## src/hdl/assert_macros.svh

```systemverilog
// assertion macros used by the rtl datapath
`ifndef ASSERT_MACROS_SVH
`define ASSERT_MACROS_SVH
// clocked implication with async reset disable
`define ASSERT_IMPL(label, clk, rst_n, prop, msg) \
  label: assert property (@(posedge clk) disable iff (!rst_n) prop) else $error(msg);
// never-true check
`define ASSERT_NEVER(label, clk, rst_n, expr, msg) \
  label: assert property (@(posedge clk) disable iff (!rst_n) !(expr)) else $error(msg);
`endif

```

## src/hdl/lc3_pkg.sv

```systemverilog
// package for the lc3 execute unit: types, constants, helpers
`timescale 1ns / 1ps
package lc3_pkg;
  localparam int unsigned AddrBits = 16;
  localparam int unsigned WordBits = 16;

  typedef enum logic [1:0] {
    REQ_MEM_WRITE = 2'd0,
    REQ_SET_PC    = 2'd1,
    REQ_EXECUTE   = 2'd2,
    REQ_NONE      = 2'd3
  } req_type_e;

  typedef enum logic [3:0] {
    OP_BR   = 4'h0, OP_ADD  = 4'h1, OP_LD   = 4'h2, OP_ST   = 4'h3,
    OP_JSR  = 4'h4, OP_AND  = 4'h5, OP_LDR  = 4'h6, OP_STR  = 4'h7,
    OP_RTI  = 4'h8, OP_NOT  = 4'h9, OP_LDI  = 4'hA, OP_STI  = 4'hB,
    OP_JMP  = 4'hC, OP_RES  = 4'hD, OP_LEA  = 4'hE, OP_TRAP = 4'hF
  } opcode_e;

  typedef enum logic [2:0] {
    ST_IDLE,
    ST_READ1,
    ST_READ2,
    ST_FINISH,
    ST_OUT
  } ctrl_state_e;

  localparam logic [2:0] CcN = 3'd4;
  localparam logic [2:0] CcZ = 3'd2;
  localparam logic [2:0] CcP = 3'd1;

  typedef struct packed {
    logic [1:0]  req_type;
    logic [15:0] addr;
    logic [15:0] word;
  } in_item_t;

  typedef struct packed {
    logic [15:0] pc_out;
    logic        reg_written;
    logic [2:0]  reg_index;
    logic [15:0] reg_value;
    logic        mem_written;
    logic [15:0] mem_addr;
    logic [15:0] mem_data;
    logic [2:0]  cond_codes;
    logic        unimplemented;
  } out_item_t;

  // controller to datapath
  typedef struct packed {
    logic load_item;  // capture input transaction
    logic rd1;        // issue first memory read
    logic rd2;        // issue second (indirect) read
    logic finish;     // commit state and build result
  } dp_cmd_t;

  // datapath to controller
  typedef struct packed {
    logic needs_rd1;
    logic needs_rd2;
  } dp_status_t;

  function automatic logic [15:0] sext(input logic [15:0] v, input int unsigned bits);
    logic [15:0] r;
    r = v;
    for (int i = 0; i < 16; i++) begin
      if (i >= bits) r[i] = v[bits-1];
    end
    return r;
  endfunction

  function automatic logic [2:0] cc_of(input logic [15:0] v);
    logic [2:0] r;
    if (v[15]) r = CcN;
    else if (v == 16'd0) r = CcZ;
    else r = CcP;
    return r;
  endfunction
endpackage

```

## src/hdl/lc3_ctrl.sv

```systemverilog
// controller state machine for the lc3 execute unit
`timescale 1ns / 1ps
module lc3_ctrl import lc3_pkg::*; (
  input  logic       clk_i,
  input  logic       rst_ni,
  input  logic       in_valid_i,
  output logic       in_stall_o,
  output logic       out_valid_o,
  input  logic       out_stall_i,
  input  dp_status_t status_i,
  output dp_cmd_t    cmd_o
);
  ctrl_state_e state_q, state_d;
  logic out_valid_q, out_valid_d;

  always_ff @(posedge clk_i or negedge rst_ni) begin
    if (!rst_ni) begin
      state_q     <= ST_IDLE;
      out_valid_q <= 1'b0;
    end else begin
      state_q     <= state_d;
      out_valid_q <= out_valid_d;
    end
  end

  always_comb begin
    state_d     = state_q;
    out_valid_d = out_valid_q;
    cmd_o       = '0;
    in_stall_o  = 1'b1;
    if (out_valid_q && !out_stall_i) out_valid_d = 1'b0;
    case (state_q)
      ST_IDLE: begin
        in_stall_o = 1'b0;
        if (in_valid_i) begin
          cmd_o.load_item = 1'b1;
          state_d = ST_READ1;
        end
      end
      ST_READ1: begin
        cmd_o.rd1 = status_i.needs_rd1;
        state_d = status_i.needs_rd2 ? ST_READ2 : ST_FINISH;
      end
      ST_READ2: begin
        cmd_o.rd2 = 1'b1;
        state_d = ST_FINISH;
      end
      ST_FINISH: begin
        // result register must be free before commit
        if (!out_valid_q || !out_stall_i) begin
          cmd_o.finish = 1'b1;
          out_valid_d  = 1'b1;
          state_d      = ST_IDLE;
        end
      end
      default: state_d = ST_IDLE;
    endcase
  end

  assign out_valid_o = out_valid_q;
endmodule

```

## config.mk

```make
export PLATFORM = sky130hd
export DESIGN_NAME = lc3_ctrl
export DESIGN_NICKNAME = d
export VERILOG_FILES = /design/src/hdl/assert_macros.svh /design/src/hdl/lc3_pkg.sv /design/src/hdl/lc3_ctrl.sv
export SDC_FILE = /design/constraint.sdc
export NUM_CORES = 1
export LEC_CHECK = 0
export BUFFER_PORTS_ARGS = -buffer_cell sky130_fd_sc_hd__clkbuf_2
export CAP_MARGIN = 20
export CORE_AREA = 4 4 41 43
export CTS_CLUSTER_SIZE = 30
export DETAILED_ROUTE_END_ITERATION = 8
export DIE_AREA = 0 0 45 47
export GPL_TIMING_DRIVEN = 0
export SETUP_SLACK_MARGIN = 0.2
export SLEW_MARGIN = 20
export SYNTH_ARGS = -nofsm -noshare
export SYNTH_HDL_FRONTEND = slang
export SYNTH_SLANG_ARGS = --single-unit
```

## constraint.sdc

```tcl
create_clock -name clk_i -period 1.6 [get_ports clk_i]
set_input_delay 0.16 -clock clk_i [delete_from_list [all_inputs] [get_ports clk_i]]
set_output_delay 0.16 -clock clk_i [all_outputs]
set_load 0.005 [all_outputs]
```

==> results.toml <==
[run_status]
outcome = "completed"

[synthesis]
synthCells = 20
syn_area_um2 = 225
ys_seq_area_frac = 0.333
synth_cell_type_count = 11
syn_nets = 30
ys_seq_elements = 3
avgSynthCellArea_um2 = 11.3
ys_warn_count = 0

[job]
drv_cap = 0

[clock_tree]
clockBufferDepth = 2
clkSinkCount = 3
clock_latency_ps = 230
cts-root-buf = "clkbuf_4"
cts_buffers = 3
cts_tree = "built"
path_clk_slew_ps = 40
h-tree-depth = 1

[power]
power.density_nw_per_um2 = 1940
pwr-share-clk = 0.158
vdd_drop_max_mv = 0.640
p_comb_frac = 0.646
p_sw_mw = 0.287
intPower_mw = 0.530
p_sw_frac = 0.352
pwr-share-seq = 0.196
power.leakage_nw = 0.217

[detailed_routing]
drc = 0
totalWireLength_um = 506
ant_nets = 0
vias_per_cell = 3.86
dr.pass1.iters = 2
highest_layer = "met3"
dr_total_vias = 220
drt-wirelength-per-cell_um = 8.88
wl_met2_um = 247
wl_met1_um = 210
met3_length_um = 48
drt-initial-drc-count = 1

[worst_setup_path]
start_kind = "flip-flop"
path_max_fanout = 3
crit_type = "flip-flop to flip-flop"
r2r_cells = 5
cp.arrival_ps = 1460
setup.worst_path.start = "state_q[0]"
r2r-start = "state_q[0]"
cp.required_ps = 1710
endpoint_kind = "flip-flop"

[timing]
fin_crit_sh = 0.844
grt_setup_unrepaired = "true"
report.final.slew_viol_count = 0
post-route-worst-setup-slack_ps = 250
holdWs_ps = 217
skew_ps = 1.75
finalSetupViolCount = 0
hold_viol = 0
worst_pin_slew_ps = 271
max_slew_margin = 0.819
fmax_mhz = 741
tns_ps = 0
period_needed_ps = 1350

[grt]
grt_max_degree = 5
antenna_found_initial = 0
track_usage = 0.0530
grt_first_pass_wirelength_um = 745
grt_overflow = 0
grt_pass1_vias = 199

[cells_and_area]
finalNonFillerCells = 57
area_growth_pct = 87.2
drive_gt1_frac = 0.643
final_cell_mix = "clkbuf_2, buf_4, inv_1, clkbuf_4, dfrtp_1"
fin_util = 0.324
nFillCells = 145
final_common_cell = "clkbuf_2"
antenna_cells = 0
nets = 53

[die]
core_area_um2 = 1300
row_count = 13
start_util = 0.173
ioPinCount = 12
dieArea_um2 = 2120
die_width_um = 45
chipHeight_um = 47

[min_path]
whs_path_depth = 2
hp-class = "primary input to flip-flop"
holdCritStartpoint = "out_stall_i"

[placement]
dp_cells = 46
routabilityCongestion = 0.608
port_buffers = 11
post-place-ws_ps = 151
-- through the flow --
stage                     cell area (um2)  total power, mW
after floorplan                       225            0.377
after global placement                299            0.483
after detailed placement              299            0.495
after CTS                             364            0.699
after global routing                  422            0.895
final                                 422            0.817
-- final cells by class --
type	instances	area (um2)	share of cell area
timing repair buffer	18	114	0.270
inverter	4	15.0	0.0356
multi-input combinational	13	173	0.409
tap	15	18.8	0.0445
sequential	3	75.1	0.178
clock buffer	4	26.3	0.0623
-- registers in the layout (all words and copies together), names as in the netlist --
signal / flops
state_q: 2
out_valid_o: 1
-- power by group through the flow --
stage / combinational (mW) / sequential [mW] / clock [mW]
after floorplan: 0.227 / 0.150 / 0
after global routing: 0.588 / 0.168 / 0.139
after global placement: 0.329 / 0.154 / 0
final: 0.528 / 0.160 / 0.129
after CTS: 0.406 / 0.156 / 0.137
after detailed placement: 0.339 / 0.156 / 0
-- per-layer routing --
layer / global-route usage / up-vias
met5: 0 / -
met2: 0.0763 / 9
met1: 0.0572 / 101
li1: - / 110
met3: 0.0115 / 0
met4: 0.0702 / 0
-- synthesized netlist by cell type --
master    instances  area, um2
and2_1            2       12.5
inv_1             4       15.0
o32ai_1           1       8.76
mux2_4            1       15.0
dfrtp_1           3       75.1
a21o_1            1       7.51
a211oi_1          1       7.51
a21boi_0          1       7.51
ha_1              4       50.1
a31oi_2           1       12.5
nor2b_4           1       13.8
-- critical path: stages, from the launching register on --
cell and delay, ps:
dfrtp_1 390, inv_2 80, ha_4 160, nor2b_4 130, a31oi_4 160, mux2_4 320
-- kinds of logic after synthesis --
| kind of cell | synth area share |
|---|---|
| compound gates | 0.194 |
| fa+ha+maj | 0.222 |
| buf+inv | 0.0666 |
| flops | 0.333 |
| mux | 0.0666 |
| simple gates | 0.117 |
-- final timing paths --
check / endpoint / slack, ps
worst max-delay path: state_q[1] / 250
worst min-delay path: out_valid_o / 220
worst max register to register: state_q[1] / 250
worst min register to register: out_valid_o / 610
max in group asynchronous: out_valid_o / 1240
min in group asynchronous: state_q[0] / 250
-- timing repair --
item | CTS | global route
pin swaps | 0 | 1
buffers inserted | 2 | 4
hold buffers | 1 | 0
endpoints found under the setup margin | 1 | 3
endpoints found under the hold margin | 3 | 0
gates cloned | 0 | 0
gates resized for setup | 3 | 6
Power figures use the tool's default switching activity.
